## src/sv/tph_pkg.sv

```systemverilog
`timescale 1ns / 1ps

package tph_pkg;

    localparam int MAX_WIDTH  = 1024;
    localparam int MAX_HEIGHT = 1024;

    localparam int COL_W   = $clog2(MAX_WIDTH);
    localparam int ROW_W   = $clog2(MAX_HEIGHT);
    localparam int IDX_W   = 10;
    localparam int CFG_W   = 11;
    localparam int COUNT_W = 11;
    localparam int TOTAL_W = 21;

    localparam logic [COUNT_W-1:0] COUNT_LIMIT = COUNT_W'(1024);
    localparam logic [TOTAL_W-1:0] TOTAL_LIMIT = TOTAL_W'(1048576);
    localparam logic [7:0]         HIT_MASK    = 8'hf8;

    localparam logic OP_PIXEL = 1'b0;
    localparam logic OP_READ  = 1'b1;

    localparam logic KIND_ROW = 1'b0;
    localparam logic KIND_COL = 1'b1;

    localparam logic [1:0] CFG_FRAME_WIDTH   = 2'd0;
    localparam logic [1:0] CFG_FRAME_HEIGHT  = 2'd1;
    localparam logic [1:0] CFG_CENTER_COLUMN = 2'd2;
    localparam logic [1:0] CFG_CENTER_ROW    = 2'd3;

    // one accepted item as it leaves the front stage
    typedef struct packed {
        logic               is_read;
        logic [COL_W-1:0]   addr;
        logic               row0;
        logic               hit;
        logic               has_res;
        logic [IDX_W-1:0]   index;
        logic [COUNT_W-1:0] count;
        logic               frame_done;
        logic [TOTAL_W-1:0] quad_left;
        logic [TOTAL_W-1:0] quad_right;
        logic [TOTAL_W-1:0] total_hits;
    } t_item;

    typedef struct packed {
        logic               en;
        logic [COL_W-1:0]   addr;
        logic [COUNT_W-1:0] data;
    } t_wr;

    function automatic logic [COUNT_W-1:0] sat_count(input logic [COUNT_W-1:0] v);
        return (v < COUNT_LIMIT) ? v + COUNT_W'(1) : COUNT_LIMIT;
    endfunction

    function automatic logic [TOTAL_W-1:0] sat_total(input logic [TOTAL_W-1:0] v);
        return (v < TOTAL_LIMIT) ? v + TOTAL_W'(1) : TOTAL_LIMIT;
    endfunction

    function automatic logic [CFG_W-1:0] clamp_size(input logic [CFG_W-1:0] v,
                                                   input logic [CFG_W-1:0] maxv);
        if (v == '0) begin
            return CFG_W'(1);
        end
        return (v > maxv) ? maxv : v;
    endfunction

endpackage

```

## src/sv/tph_front.sv

```systemverilog
`timescale 1ns / 1ps

module tph_front (
    input  logic                        i_clk,
    input  logic                        i_rst_n,
    input  logic                        i_cfg_wr_en,
    input  logic [1:0]                  i_cfg_index,
    input  logic [tph_pkg::CFG_W-1:0]   i_cfg_wdata,
    input  logic                        i_accept,
    input  logic                        i_operation,
    input  logic [7:0]                  i_pixel,
    input  logic [tph_pkg::IDX_W-1:0]   i_column_index,
    output tph_pkg::t_item              o_item
);

    localparam logic [tph_pkg::CFG_W-1:0] WMAX = tph_pkg::CFG_W'(tph_pkg::MAX_WIDTH);
    localparam logic [tph_pkg::CFG_W-1:0] HMAX = tph_pkg::CFG_W'(tph_pkg::MAX_HEIGHT);

    logic [tph_pkg::CFG_W-1:0]   r_frame_width, r_frame_height;
    logic [tph_pkg::CFG_W-1:0]   r_center_column, r_center_row;
    logic [tph_pkg::COL_W-1:0]   r_col_pos;
    logic [tph_pkg::ROW_W-1:0]   r_row_pos;
    logic [tph_pkg::COUNT_W-1:0] r_row_hits, n_row_hits;
    logic [tph_pkg::TOTAL_W-1:0] r_left, n_left, r_right, n_right, r_total, n_total;

    logic                        hit, row_end, frame_end, in_quad, is_left, pix_acc;
    logic [tph_pkg::CFG_W-1:0]   w_eff, h_eff;
    logic [tph_pkg::CFG_W-1:0]   col_ext, row_ext;

    always_comb begin
        hit     = (i_pixel & tph_pkg::HIT_MASK) != 8'h00;
        w_eff   = tph_pkg::clamp_size(r_frame_width, WMAX);
        h_eff   = tph_pkg::clamp_size(r_frame_height, HMAX);
        col_ext = tph_pkg::CFG_W'(r_col_pos);
        row_ext = tph_pkg::CFG_W'(r_row_pos);
        // col/row positions never reach 2^CFG_W - 1, so +1 cannot wrap
        row_end   = (col_ext + tph_pkg::CFG_W'(1)) >= w_eff;
        frame_end = (row_ext + tph_pkg::CFG_W'(1)) >= h_eff;
        in_quad   = row_ext < r_center_row;
        is_left   = col_ext < r_center_column;

        n_row_hits = hit ? tph_pkg::sat_count(r_row_hits) : r_row_hits;
        n_total    = hit ? tph_pkg::sat_total(r_total) : r_total;
        n_left     = (hit && in_quad && is_left) ? tph_pkg::sat_total(r_left) : r_left;
        n_right    = (hit && in_quad && !is_left) ? tph_pkg::sat_total(r_right) : r_right;
        pix_acc    = i_accept && (i_operation == tph_pkg::OP_PIXEL);
    end

    always_comb begin
        o_item.is_read    = (i_operation == tph_pkg::OP_READ);
        o_item.addr       = o_item.is_read ? tph_pkg::COL_W'(i_column_index) : r_col_pos;
        o_item.row0       = (r_row_pos == '0);
        o_item.hit        = hit;
        o_item.has_res    = o_item.is_read || row_end;
        o_item.index      = tph_pkg::IDX_W'(r_row_pos);
        o_item.count      = n_row_hits;
        o_item.frame_done = frame_end;
        o_item.quad_left  = frame_end ? n_left  : '0;
        o_item.quad_right = frame_end ? n_right : '0;
        o_item.total_hits = frame_end ? n_total : '0;
    end

    always_ff @(posedge i_clk) begin
        if (!i_rst_n) begin
            r_frame_width   <= tph_pkg::CFG_W'(640);
            r_frame_height  <= tph_pkg::CFG_W'(480);
            r_center_column <= '0;
            r_center_row    <= '0;
        end else if (i_cfg_wr_en) begin
            case (i_cfg_index)
                tph_pkg::CFG_FRAME_WIDTH:   r_frame_width   <= i_cfg_wdata;
                tph_pkg::CFG_FRAME_HEIGHT:  r_frame_height  <= i_cfg_wdata;
                tph_pkg::CFG_CENTER_COLUMN: r_center_column <= i_cfg_wdata;
                tph_pkg::CFG_CENTER_ROW:    r_center_row    <= i_cfg_wdata;
                default: ;
            endcase
        end
    end

    always_ff @(posedge i_clk) begin
        if (!i_rst_n) begin
            r_col_pos  <= '0;
            r_row_pos  <= '0;
            r_row_hits <= '0;
            r_left     <= '0;
            r_right    <= '0;
            r_total    <= '0;
        end else if (pix_acc) begin
            if (!row_end) begin
                r_col_pos  <= r_col_pos + tph_pkg::COL_W'(1);
                r_row_hits <= n_row_hits;
                r_left     <= n_left;
                r_right    <= n_right;
                r_total    <= n_total;
            end else begin
                r_col_pos  <= '0;
                r_row_hits <= '0;
                if (frame_end) begin
                    r_row_pos <= '0;
                    r_left    <= '0;
                    r_right   <= '0;
                    r_total   <= '0;
                end else begin
                    r_row_pos <= r_row_pos + tph_pkg::ROW_W'(1);
                    r_left    <= n_left;
                    r_right   <= n_right;
                    r_total   <= n_total;
                end
            end
        end
    end

endmodule

```

## config.mk

```make
export PLATFORM = sky130hd
export DESIGN_NAME = tph_front
export DESIGN_NICKNAME = d
export VERILOG_FILES = /design/src/sv/tph_pkg.sv /design/src/sv/tph_front.sv
export SDC_FILE = /design/constraint.sdc
export NUM_CORES = 1
export LEC_CHECK = 0
export BUFFER_PORTS_ARGS = -buffer_cell sky130_fd_sc_hd__buf_4
export CAP_MARGIN = 15
export CORE_MARGIN = 1.5
export CORE_UTILIZATION = 35
export CTS_CLUSTER_DIAMETER = 200
export DETAILED_ROUTE_END_ITERATION = 7
export PLACE_DENSITY = 0.54
export SLEW_MARGIN = 20
export SYNTH_ARGS = -nofsm -noshare
export SYNTH_HDL_FRONTEND = slang
export SYNTH_SLANG_ARGS = --single-unit
```

## constraint.sdc

```tcl
create_clock -name i_clk -period 5.8 [get_ports i_clk]
set_clock_uncertainty 0.15 [all_clocks]
set_input_delay 0.29 -clock i_clk [delete_from_list [all_inputs] [get_ports i_clk]]
set_output_delay 0.29 -clock i_clk [all_outputs]
set_load 0.01 [all_outputs]
```

==> results.md <==
* Outcome: finished clean
* Routed Antenna Nets at 0
* Number of DRC markers in iteration 0 at approximately 630
* Most frequent cells in the layout: nand2_1 (200), buf_4 (139), dfxtp_1 (138), a21oi_1 (110), nor2_1 (95)
* Commonest non-fill, non-tap cell in the layout: nand2_1
* PortBufs at around 130
* Design area at around 11000 um2
* EDFF count, synth at 0
* Crit-path cells: and3_1 > and3_1 > and3_1 > nand3_1 > xnor2_1 > ha_1 > a21o_1 > a221o_1 > nor2_2 > clkinv_1 > nand2_1 > nor2_1 > buf_4
* Core Box Area at about 25000 um2
* Critical Path Stages at 13
* Total Routed Length at between 20 and 30 mm
* Drt wl/cell at 16.9 um
* Crit path max fanout at 29
* Total gr overflow at 0
* Async S/R FF share, synth at 0%
* Diodes inserted at 0
* CTS sink count at 138
* Place WS at 1.25 ns
* IO Count at around 140
* Most used cell, CP: and3_1
* R2r worst-path depth at 13
* HPWL Detailed at about 20 mm
* Area growth, synth to finish at 20.5%
* Crit path DAT at approximately 4.8 ns
* Worst hold path type: primary input to flop
* Cells after synthesis at 1216
* Yosys warns at 0
* NumNets Final at roughly 1.4k
* Num CTS Buffers at 17
* Antenna violations before repair at 0
* Pwr dens at 216 nW/um2
* Layout cells sized above 1 at approximately 17%
* Critical path's slowest cell: clkinv_1
* Largest net degree at the start of global routing at 44
* Worst relative slew slack at a little under a third
* Max Cap Viol at 0
* Fin crit period at approximately 5.3 ns
* Worst VDD drop at approximately 0.00018 V
* Post_cts resized at 0
* DRC viols at 0
* F_max at roughly 190 MHz
* Flops & latches, synth at around 140
* Mapped Area at approximately 9000 um2
* Crit path largest cell delay at ~0.8 ns
* All-Layer GR Usage at between 20% and 30%
* WP buf/inv at 2
* CP Class: flop to output port
* Clock Path Buffers at 2
* Avg Synthesized Cell Area at approximately 7.5 um2
* Worst-skew pair later-pin latency at 0.42 ns
* Syn_nets at roughly 1.3k
* FILL cells at 2622
* First-pass GRT wire length at ~44 mm
* Worst-path clk slew at ~0.060 ns
* Hold depth at 2
* Yosys cell types at 80
* Register area share after synthesis at 30.4%
* RSZ-0062 raised after global routing: false
* CTS root buf: clkbuf_16
* Worst setup SP type: flop
* Slew @ Worst Pin at slightly above 1 ns
* Htree depth at 4
* Crit end category: output port
* Final critical-path share of the clock period at 90.8%
* Top delay family on crit path: simple AND/OR/NAND/NOR gates
* Vias at roughly 9k
* Die area at between 20000 and 30000 um2
* Slew Limit Fails at 0
* Vias per cell at 5.56
* Hold_ws at between 0.09 and 0.1 ns
* Die X at around 160 um
* Starting Density at a little over a third
* FP Rows at slightly below 60
* Die Ht at between 150 and 200 um
* P_leak at ~4.3 nW
* Final Setup Violations at 0
* Fin Setup TNS at 0 ns
* Final-report hold violation count at 0
* Total power at about 0.0024 W
* Gp weighted congestion at roughly 0.8
* Worst setup margin at roughly 0.53 ns
* Post-DP Area at roughly 10000 um2
* TritonCTS clock tree: yes
* First-pass DRT Iterations at 7
* Worst path required time at 5.36 ns
* Vias in the first global route at a little over 8k
* Main synth FF type: dfxtp_1
-- worst reg2reg max path: stages (launching register included) --
cell and delay [ns]:
dfxtp_1 0.47, and3_1 0.28, and3_1 0.28, and3_1 0.28, nand3_1 0.12, xnor2_1 0.17
ha_1 0.32, a21o_1 0.18, a221o_1 0.39, nor2_2 0.11, clkinv_1 0.80, a21oi_2 0.78
a21oi_1 0.14, o32ai_1 0.22
-- final cells by class --
cell class / count / area, um2 / area share [%]
Multi-Input combinational cell: 969 / 5900 / 53.8
Sequential cell: 138 / 2760 / 25.2
Timing Repair Buffer: 150 / 1150 / 10.5
Clock buffer: 21 / 470 / 4.29
Tap cell: 330 / 413 / 3.77
Clock inverter: 11 / 143 / 1.30
Inverter: 33 / 124 / 1.13
-- stage by stage --
step	util, %	std cells
2_1_floorplan	-	1216
3_3_place_gp	40.4	1609
3_5_place_dp	40.4	1609
4_1_cts	43.3	1652
5_1_grt	43.3	1652
6_report	43.3	1652
-- timing repair --
item,in CTS,in global routing
setup endpoints to repair,0,0
hold endpoints to repair,39,0
hold buffers,11,0
setup buffers,0,0
-- routing by layer --
layer,GRT usage (%),up-vias,wire length [um]
li1,-,4590,-
met1,27.0,4371,12900
met2,34.8,213,13500
met3,3.81,19,1290
met4,4.83,0,265
met5,0,-,0
-- final timing paths --
path                       from                 end  slack [ns]
min reg2reg  r_center_column[7]  r_center_column[7]        0.30
min                     i_rst_n    r_frame_width[7]         0.1
max reg2reg        r_row_pos[2]          r_total[5]        1.04
max                r_row_pos[2]           o_item[4]        0.53
-- synth_stat cells (all sizes together) (15+ instances only) --
cell,count,area [um2]
a211oi,17,133
a21o,18,135
a21oi,112,576
a31oi,19,119
and2,16,103
and3,28,175
buf,34,173
clkbuf,42,158
dfxtp,138,2760
ha,47,588
inv,31,116
nand2,201,762
nand3,70,355
nand3b,15,113
nand4,20,125
nor2,99,384
nor3,29,155
o21ai,53,269
xor2,25,219
-- kinds of logic (layout without fill, tap and decap cells) --
family | after synthesis | count (layout) | synth area share [%]
adders and majority gates | 47 | 47 | 6.46
DFF | 138 | 138 | 30.4
AOI/OAI and AO/OA | 319 | 319 | 23.4
and+or+nand+nor | 551 | 551 | 29.4
muxes | 17 | 17 | 2.06
xor gates and xnor gates | 35 | 35 | 3.37
buffers and inverters | 109 | 215 | 4.99
-- flip-flops by register name, summed over array words and instances (netlist names) --
register and cells:
r_frame_width 11, r_center_row 11, r_row_pos 10, r_row_hits 11, r_col_pos 10, r_right 21
r_frame_height 11, r_left 21, r_total 21, r_center_column 11
-- report_power, final --
group | internal, W | leakage, nW | total (W) | switching, W
combinational | 0.0000785 | 2.87 | 0.000248 | 0.000170
sequential | 0.000962 | 1.12 | 0.000976 | 0.0000133
clock | 0.000710 | 0.299 | 0.00115 | 0.000435
total | 0.00175 | 4.28 | 0.00237 | 0.000618
Power figures use the tool's default switching activity.
