File: src/sv/tph_pkg.sv
`timescale 1ns / 1ps

package tph_pkg;

    localparam int MAX_WIDTH  = 1024;
    localparam int MAX_HEIGHT = 1024;

    localparam int COL_W   = $clog2(MAX_WIDTH);
    localparam int ROW_W   = $clog2(MAX_HEIGHT);
    localparam int IDX_W   = 10;
    localparam int CFG_W   = 11;
    localparam int COUNT_W = 11;
    localparam int TOTAL_W = 21;

    localparam logic [COUNT_W-1:0] COUNT_LIMIT = COUNT_W'(1024);
    localparam logic [TOTAL_W-1:0] TOTAL_LIMIT = TOTAL_W'(1048576);
    localparam logic [7:0]         HIT_MASK    = 8'hf8;

    localparam logic OP_PIXEL = 1'b0;
    localparam logic OP_READ  = 1'b1;

    localparam logic KIND_ROW = 1'b0;
    localparam logic KIND_COL = 1'b1;

    localparam logic [1:0] CFG_FRAME_WIDTH   = 2'd0;
    localparam logic [1:0] CFG_FRAME_HEIGHT  = 2'd1;
    localparam logic [1:0] CFG_CENTER_COLUMN = 2'd2;
    localparam logic [1:0] CFG_CENTER_ROW    = 2'd3;

    // one accepted item as it leaves the front stage
    typedef struct packed {
        logic               is_read;
        logic [COL_W-1:0]   addr;
        logic               row0;
        logic               hit;
        logic               has_res;
        logic [IDX_W-1:0]   index;
        logic [COUNT_W-1:0] count;
        logic               frame_done;
        logic [TOTAL_W-1:0] quad_left;
        logic [TOTAL_W-1:0] quad_right;
        logic [TOTAL_W-1:0] total_hits;
    } t_item;

    typedef struct packed {
        logic               en;
        logic [COL_W-1:0]   addr;
        logic [COUNT_W-1:0] data;
    } t_wr;

    function automatic logic [COUNT_W-1:0] sat_count(input logic [COUNT_W-1:0] v);
        return (v < COUNT_LIMIT) ? v + COUNT_W'(1) : COUNT_LIMIT;
    endfunction

    function automatic logic [TOTAL_W-1:0] sat_total(input logic [TOTAL_W-1:0] v);
        return (v < TOTAL_LIMIT) ? v + TOTAL_W'(1) : TOTAL_LIMIT;
    endfunction

    function automatic logic [CFG_W-1:0] clamp_size(input logic [CFG_W-1:0] v,
                                                   input logic [CFG_W-1:0] maxv);
        if (v == '0) begin
            return CFG_W'(1);
        end
        return (v > maxv) ? maxv : v;
    endfunction

endpackage

File: src/sv/tph_back.sv
`timescale 1ns / 1ps

module tph_back (
    input  logic                          i_clk,
    input  logic                          i_rst_n,
    input  logic                          i_accept,
    input  tph_pkg::t_item                i_item,
    output logic                          o_in_ready,
    input  logic [tph_pkg::COUNT_W-1:0]   i_rd_data,
    output tph_pkg::t_wr                  o_wr,
    output logic                          o_out_valid,
    input  logic                          i_out_ready,
    output logic                          o_kind,
    output logic [tph_pkg::IDX_W-1:0]     o_index,
    output logic [tph_pkg::COUNT_W-1:0]   o_count,
    output logic                          o_frame_done,
    output logic [tph_pkg::TOTAL_W-1:0]   o_quad_left,
    output logic [tph_pkg::TOTAL_W-1:0]   o_quad_right,
    output logic [tph_pkg::TOTAL_W-1:0]   o_total_hits
);

    logic                        r_s1_valid;
    tph_pkg::t_item              r_s1;
    tph_pkg::t_wr                r_fwd;
    logic                        r_out_valid;
    logic                        r_kind, r_frame_done;
    logic [tph_pkg::IDX_W-1:0]   r_index;
    logic [tph_pkg::COUNT_W-1:0] r_count;
    logic [tph_pkg::TOTAL_W-1:0] r_quad_left, r_quad_right, r_total_hits;

    logic                        out_free, s1_go, s1_emit;
    logic [tph_pkg::COUNT_W-1:0] old_val;

    always_comb begin
        // the write that landed on the same edge as our read is not in i_rd_data
        old_val  = (r_fwd.en && (r_fwd.addr == r_s1.addr)) ? r_fwd.data : i_rd_data;
        out_free = !r_out_valid || i_out_ready;
        s1_go    = r_s1_valid && (!r_s1.has_res || out_free);
        s1_emit  = s1_go && r_s1.has_res;
        o_in_ready = !r_s1_valid || s1_go;

        o_wr.en   = s1_go && !r_s1.is_read && (r_s1.row0 || r_s1.hit);
        o_wr.addr = r_s1.addr;
        o_wr.data = r_s1.row0 ? tph_pkg::COUNT_W'(r_s1.hit) : tph_pkg::sat_count(old_val);
    end

    always_ff @(posedge i_clk) begin
        if (!i_rst_n) begin
            r_s1_valid <= 1'b0;
            r_fwd.en   <= 1'b0;
        end else begin
            if (i_accept) begin
                r_s1_valid <= 1'b1;
                r_fwd      <= o_wr;
            end else if (s1_go) begin
                r_s1_valid <= 1'b0;
            end
        end
    end

    always_ff @(posedge i_clk) begin
        if (i_accept) begin
            r_s1 <= i_item;
        end
    end

    always_ff @(posedge i_clk) begin
        if (!i_rst_n) begin
            r_out_valid <= 1'b0;
        end else if (out_free) begin
            r_out_valid <= s1_emit;
        end
    end

    always_ff @(posedge i_clk) begin
        if (s1_emit) begin
            if (r_s1.is_read) begin
                r_kind       <= tph_pkg::KIND_COL;
                r_index      <= tph_pkg::IDX_W'(r_s1.addr);
                r_count      <= old_val;
                r_frame_done <= 1'b0;
                r_quad_left  <= '0;
                r_quad_right <= '0;
                r_total_hits <= '0;
            end else begin
                r_kind       <= tph_pkg::KIND_ROW;
                r_index      <= r_s1.index;
                r_count      <= r_s1.count;
                r_frame_done <= r_s1.frame_done;
                r_quad_left  <= r_s1.quad_left;
                r_quad_right <= r_s1.quad_right;
                r_total_hits <= r_s1.total_hits;
            end
        end
    end

    assign o_out_valid  = r_out_valid;
    assign o_kind       = r_kind;
    assign o_index      = r_index;
    assign o_count      = r_count;
    assign o_frame_done = r_frame_done;
    assign o_quad_left  = r_quad_left;
    assign o_quad_right = r_quad_right;
    assign o_total_hits = r_total_hits;

endmodule

File: config.mk
export PLATFORM = sky130hd
export DESIGN_NAME = tph_back
export DESIGN_NICKNAME = d
export VERILOG_FILES = /design/src/sv/tph_pkg.sv /design/src/sv/tph_back.sv
export SDC_FILE = /design/constraint.sdc
export NUM_CORES = 1
export LEC_CHECK = 0
export BUFFER_PORTS_ARGS = -buffer_cell sky130_fd_sc_hd__buf_2
export CAP_MARGIN = 5
export CORE_UTILIZATION = 49
export DETAILED_ROUTE_END_ITERATION = 10
export GPL_TIMING_DRIVEN = 0
export MAX_ROUTING_LAYER = met4
export PLACE_DENSITY = 0.74
export SLEW_MARGIN = 10
export SYNTH_ARGS = -nofsm -noshare
export SYNTH_HDL_FRONTEND = slang
export SYNTH_SLANG_ARGS = --single-unit
File: constraint.sdc
create_clock -name i_clk -period 6.6 [get_ports i_clk]
set_input_delay 1.32 -clock i_clk [delete_from_list [all_inputs] [get_ports i_clk]]
set_output_delay 1.32 -clock i_clk [all_outputs]
set_load 0.1 [all_outputs]
==> reports/metrics.cfg, run 1 <==
[status]
status=completed

[pwr]
swShare_pct=25.9
p_leak_nw=3.74
vdd_ir_drop_max_v=0.000185
power.internal_mw=2.28
p_seq_share_pct=51.5
p_per_area_nw_per_um2=311
pwr-share-clk_pct=35.3
finalPower_mw=3.07
combinationalPowerShare_pct=13.2
p_sw_uw=795

[setup_path]
worstReg2RegEnd=r_fwd[8]
r2r_cells=10
path_cells=xnor2_1 -> nand4_1 -> nor3_4 -> mux2_2 -> ha_1 -> inv_1 -> nor2_1 -> and3_1 -> xnor2_1 -> a211oi_1 -> buf_2
required_ns=5.28
critPathMaxStageDelay_ns=0.49
crit_slowest_cell=buf_2
cpMostUsedCell=xnor2_1
r2r-start=o_wr[20]
start_kind=flop
critPathCaptureType=output port
cp_data_arrival_time_ns=3.71
critPathMaxFanout=5
r2r_slack_ns=3.66
critPathKind=flop to output port

[floorplan]
ios=224
core_area_um2=15300
die_x_um=128
rows=45
start_util_pct=50.6
dieHeight_um=128
die-area_um2=16300

[placement]
dpl.hpwl_um=10700
place_area_um2=9240
dp_cells=868
port_buffers=223
gp_congestion=0.849

[sta]
post-route-min-period_ns=5.03
rsz0062_at_grt=no
fmax_ghz=0.199
holdWs_ns=0.533
timing.final.crit_share_pct=76.3
slew_violations=0
maxSlewHeadroom_pct=36.9
clock_skew_ns=0.00717
hold_violations=0
tightest_slew_ns=0.946
finalSetupViolCount=0

[logic_synthesis]
post_synth_num_cell_types=30
synth_edf_count=206
post_synth.cell_area_avg_um2=18.0
async_reset_ff_share_pct=0
synthesis.instances=430
yosysMostFrequentCell=edfxtp_1
synth_commonest_cells=edfxtp_1, nor2b_1, nor2_1
synth_area_um2=7750
yosys.area.top_type=edfxtp_1
synth_ff_type=edfxtp_1
synth.net_count=545
synth.area.top_cells=edfxtp_1, nor2b_1, mux2_2, xnor2_1, mux2i_1
ys_ff_latch=209
synth-seq-area-share_pct=80.6
synth_top_area_share_pct=79.8
synth_warnings=0

[global_routing]
antenna_found_initial=2
grt_pass1_vias=4367
grt_max_degree=63
grt_first_pass_wirelength_um=22300
track_usage_pct=18.6
overflow=0

[hold_path]
holdPathEnd=r_fwd[20]
hold_path.class=flop to flop
holdPathStages=0
min-delay-start=o_wr[20]

[drt]
antenna_left=0
routed_wl_um=14900
post_drt_wl_per_cell_um=16.4
via_per_inst=4.85
num_vias=4412
drtIter0Drc=181
drc=0
drt_pass1_iterations=4

[clock_tree]
clk_latency_ns=0.48
h-tree-depth=1
clk_pin_slew_worst_paths_ns=0.06
cts.path.max_buffers=3
tritoncts=built
cts_buffers=21
ctsResizeCount=0
postCtsSetupBuffers=0
clkSinkCount=209
cts-root-buf=clkbuf_16
hold_buffers=0

[layout]
fin_nets=795
syn2layout_area_growth_pct=27.5
post-route-cell-area_um2=9880
final_cells=909
drive_above_1_share_pct=41.6

[flow_run]
max-cap-violations=0

through the flow:
stage	utilization (%)	setup slack [ns]	setup TNS, ns
after floorplan	-	0.456	0
after global placement	59.6	-0.568	-48.42
after detailed placement	60.4	2.00	0
after CTS	64.5	1.49	0
after global routing	64.5	1.33	0
final	64.5	1.57	0
cells by family (layout without fill, tap and decap cells):
kind of cell             Yosys count  after routing  synth area share (%)
adder cells (fa/ha/maj)            1              1                 0.161
AND/OR/NAND/NOR                  124            124                  9.11
flip-flops                       209            209                  80.6
AO/OA/AOI/OAI                     19             19                  1.66
buffers and inverters             27            292                  2.13
multiplexers                      27             27                  3.75
XOR/XNOR                          23             23                  2.60
other                              0              3                     0
power by group through the flow:
stage	Clock, mW	Combinational, mW	Sequential (mW)
floorplan	0	0.150	1.76
global placement	0	0.393	1.61
detailed placement	0	0.408	1.61
CTS	1.11	0.409	1.58
global route	1.17	0.424	1.59
finish	1.09	0.405	1.58
metal layers:
layer	GRT usage, %	wire length, µm
met5	-	0
met4	5.81	283
met3	4.63	1080
met2	30.8	7460
met1	22.6	6050
cells in the final DEF, fill, tap and decap left out, types with 3 or more instances in the layout:
| cell | synthesis | routed |
|---|---|---|
| clkbuf_1 | 7 | 14 |
| and3_1 | 3 | 3 |
| buf_1 | 3 | 3 |
| dfxtp_1 | 3 | 3 |
| mux2i_1 | 11 | 11 |
| nand3_1 | 9 | 9 |
| a21oi_1 | 11 | 11 |
| clkinv_1 | 0 | 4 |
| clkbuf_16 | 0 | 21 |
| nand2_1 | 7 | 7 |
| buf_4 | 11 | 12 |
| inv_1 | 4 | 4 |
| buf_16 | 0 | 3 |
| mux2_2 | 16 | 16 |
| xor2_1 | 5 | 5 |
| nand4_1 | 9 | 9 |
| edfxtp_1 | 206 | 206 |
| buf_2 | 0 | 222 |
| diode_2 | 0 | 3 |
| a211oi_2 | 3 | 3 |
| nor2_1 | 21 | 20 |
| xnor2_1 | 18 | 18 |
| nor2b_1 | 67 | 67 |
state kept, by name, summed over array words and instances, names as in the netlist:
signal,count
o_frame_done,1
o_count,11
o_kind,1
o_quad_right,21
o_out_valid,1
o_quad_left,21
o_index,10
o_wr,10
r_s1,89
o_total_hits,21
r_s1_valid,1
r_fwd,22
critical path: cells and delay by family (launching register included):
kind,cells,cell delay [ns]
AOI/OAI and AO/OA,1,0.31
xor gates and xnor gates,2,0.38
adders and majority gates,1,0.25
buffers and inverters,2,0.60
DFF,1,0.43
muxes,1,0.40
and+or+nand+nor,4,0.84
cell type report:
type                    instances  area [µm²]
flip-flops and latches        209        6250
fillers                      1137        5430
multi-input cells             194        1350
repair buffers                227        1220
clock buffers                  28         552
well taps                     211         264
plain buffers                  23         150
clock inverters                10        78.8
inverters                       4        15.0
diodes                          3        7.51
worst max path at each step:
stage	start	endpoint	slack, ns	depth (start not counted)
after global placement	i_out_ready	o_quad_right[17]	-0.57	3
after floorplan	i_out_ready	o_wr[21]	0.46	2
after CTS	o_wr[20]	o_wr[8]	1.49	11
after detailed placement	o_wr[20]	o_wr[8]	2.00	11
after global routing	o_wr[20]	o_wr[8]	1.33	11
final	o_wr[20]	o_wr[8]	1.57	11
(Power assumes the default switching activity.)
==> run 2: changes to the inputs <==
clock period = 5.3 ns   (was 6.6 ns; I/O delays follow)
==> run 2 against run 1 <==
Effect of this change: final area rose by 0.41%; non-clock buffer count did not move; first-iteration DRC count rose by 15%; global-route usage barely moved; via count fell by 1.5%; utilization rose by 0.26 points; sequential cell count did not move; combinational power rose by 25%; sequential power rose by 25%.
==> reports/metrics.cfg, run 2 (synthesis results as in run 1) <==
[status]
status=completed

[drt]
drt_pass1_iterations=4  ; unchanged
drtIter0Drc=209  ; +15%
post_drt_wl_per_cell_um=16.7  ; +2.0%
antenna_left=0  ; unchanged
via_per_inst=4.79  ; -1.2%
routed_wl_um=15100  ; +1.6%
num_vias=4344  ; -1.5%
drc=0  ; unchanged

[sta]
hold_violations=0  ; unchanged
fin_tns_setup_ns=0  ; unchanged
fin_ws_ns=0.596  ; -0.972 ns
finalSetupViolCount=0  ; unchanged
slew_violations=0  ; unchanged
post-route-min-period_ns=4.70
timing.final.crit_share_pct=88.8
fmax_ghz=0.213
clock_skew_ns=0.00708  ; -0.0000949 ns
rsz0062_at_grt=no
tightest_slew_ns=0.989  ; +0.0428 ns
maxSlewHeadroom_pct=34.0  ; -2.9 points

[layout]
post-route-cell-area_um2=9920  ; +0.41%
fin_nets=795  ; unchanged
syn2layout_area_growth_pct=28.0
drive_above_1_share_pct=42.1  ; +0.49 points
final_cells=906  ; -0.33%
layout_common_cells=buf_2, edfxtp_1, nor2b_1, clkbuf_16, nor2_1
layout_commonest_cell=buf_2
regMostFlops=r_s1
reg_top3=r_s1: 89 flops, r_fwd: 22 flops
largest_reg_flops=89  ; unchanged

[setup_path]
cp_data_arrival_time_ns=3.64  ; -0.07 ns
critPathCaptureType=output port
worstReg2RegEnd=r_fwd[6]
critPathMaxStageDelay_ns=0.47  ; -0.02 ns
required_ns=4.24  ; -1.04 ns
crit_slowest_cell=buf_2
critPathKind=flop to output port
r2r_cells=9  ; -1
r2r-start=o_wr[20]
cpMostUsedCell=xnor2_1
path_cells=xnor2_1 -> nand4_1 -> nor3_4 -> mux2_2 -> ha_1 -> inv_1 -> nor2_1 -> and3_1 -> xnor2_1 -> a211oi_2 -> buf_2
start_kind=flop
critPathMaxFanout=5  ; unchanged
r2r_slack_ns=2.41  ; -1.25 ns
crit_start=o_wr[20]
crit_path_end=o_wr[8]

[placement]
gp_congestion=0.869  ; +2.4%
dp_cells=868  ; unchanged
port_buffers=223  ; unchanged
preCtsSetupSlack_ns=1.09  ; -0.917 ns
place_area_um2=9250  ; about the same
dpl.hpwl_um=10700  ; +0.20%

[clock_tree]
clk_pin_slew_worst_paths_ns=0.06  ; about the same
h-tree-depth=1  ; unchanged
tritoncts=built
clkSinkCount=209  ; unchanged
cts_buffers=21  ; unchanged
hold_buffers=0  ; unchanged
cts-root-buf=clkbuf_16
cts.path.max_buffers=3  ; unchanged
clk_latency_ns=0.49  ; about the same
ctsResizeCount=0  ; unchanged
postCtsSetupBuffers=0  ; unchanged

[pwr]
p_leak_nw=3.76  ; +0.73%
vdd_ir_drop_max_v=0.000303  ; +64%
p_per_area_nw_per_um2=395  ; +27%

[global_routing]
overflow=0  ; unchanged
grt_pass1_vias=4208  ; -3.6%
grt_max_degree=58  ; -7.9%
grt_first_pass_wirelength_um=22100  ; -1.2%
antenna_found_initial=0  ; -2
track_usage_pct=18.6  ; about the same

[floorplan]
rows=45  ; unchanged
start_util_pct=50.6  ; unchanged
dieHeight_um=128  ; unchanged
die_x_um=128  ; unchanged
core_area_um2=15300  ; unchanged
ios=224  ; unchanged
die-area_um2=16300  ; unchanged

[hold_path]
hold_path.class=flop to flop

[flow_run]
max-cap-violations=0  ; unchanged

==> run 2: report_power, final <==
part	internal [mW]	switching, mW	leakage, nW
clock	0.876	0.570	0.329
sequential	1.93	0.0332	1.98
combinational	0.117	0.389	1.45
==> run 2: layer usage <==
metal / global-route usage (%) / vias up / routed length [µm]
met3: 3.46 / 34 / 953
li1: - / 2091 / -
met4: 6.44 / 0 / 409
met5: - / - / 0
met2: 31.2 / 171 / 7590
met1: 22.7 / 2048 / 6160
==> run 2: stage by stage <==
step	utilization [%]	power (mW)	hold WS, ns
3_3_place_gp	59.7	2.50	0.511
2_1_floorplan	-	2.37	0.490
4_1_cts	64.8	3.96	0.533
6_report	64.8	3.92	0.528
5_1_grt	64.8	4.04	0.541
3_5_place_dp	60.4	2.51	0.521
==> run 2: worst min-delay path by stage <==
| stage | start | endpoint | slack, ns | cells past startpoint |
|---|---|---|---|---|
| 2_1_floorplan | o_wr[18] | r_fwd[18] | 0.49 | 0 |
| 3_3_place_gp | r_s1[22] | o_quad_right[1] | 0.51 | 1 |
| 3_5_place_dp | r_s1[8] | o_total_hits[8] | 0.52 | 1 |
| 4_1_cts | r_s1[19] | o_total_hits[19] | 0.53 | 1 |
| 5_1_grt | r_s1[57] | o_quad_left[15] | 0.54 | 1 |
| 6_report | r_s1[19] | o_total_hits[19] | 0.53 | 1 |
==> run 2: worst max-delay path, delay by kind of cell (launching register included) <==
kind,cells,cell delay [ns]
XOR/XNOR,2,0.38
multiplexers,1,0.40
AO/OA/AOI/OAI,1,0.28
adder cells (fa/ha/maj),1,0.25
flip-flops,1,0.45
AND/OR/NAND/NOR,4,0.82
buffers and inverters,2,0.57
==> run 2: area by class of cell <==
class	instances	area [µm²]
timing repair buffer	227	1210
multi-input combinational	194	1360
antenna	1	2.50
fill	1120	5390
buffer	23	150
sequential	209	6250
inverter	4	15.0
tap	211	264
clock buffer	27	548
clock inverter	10	125
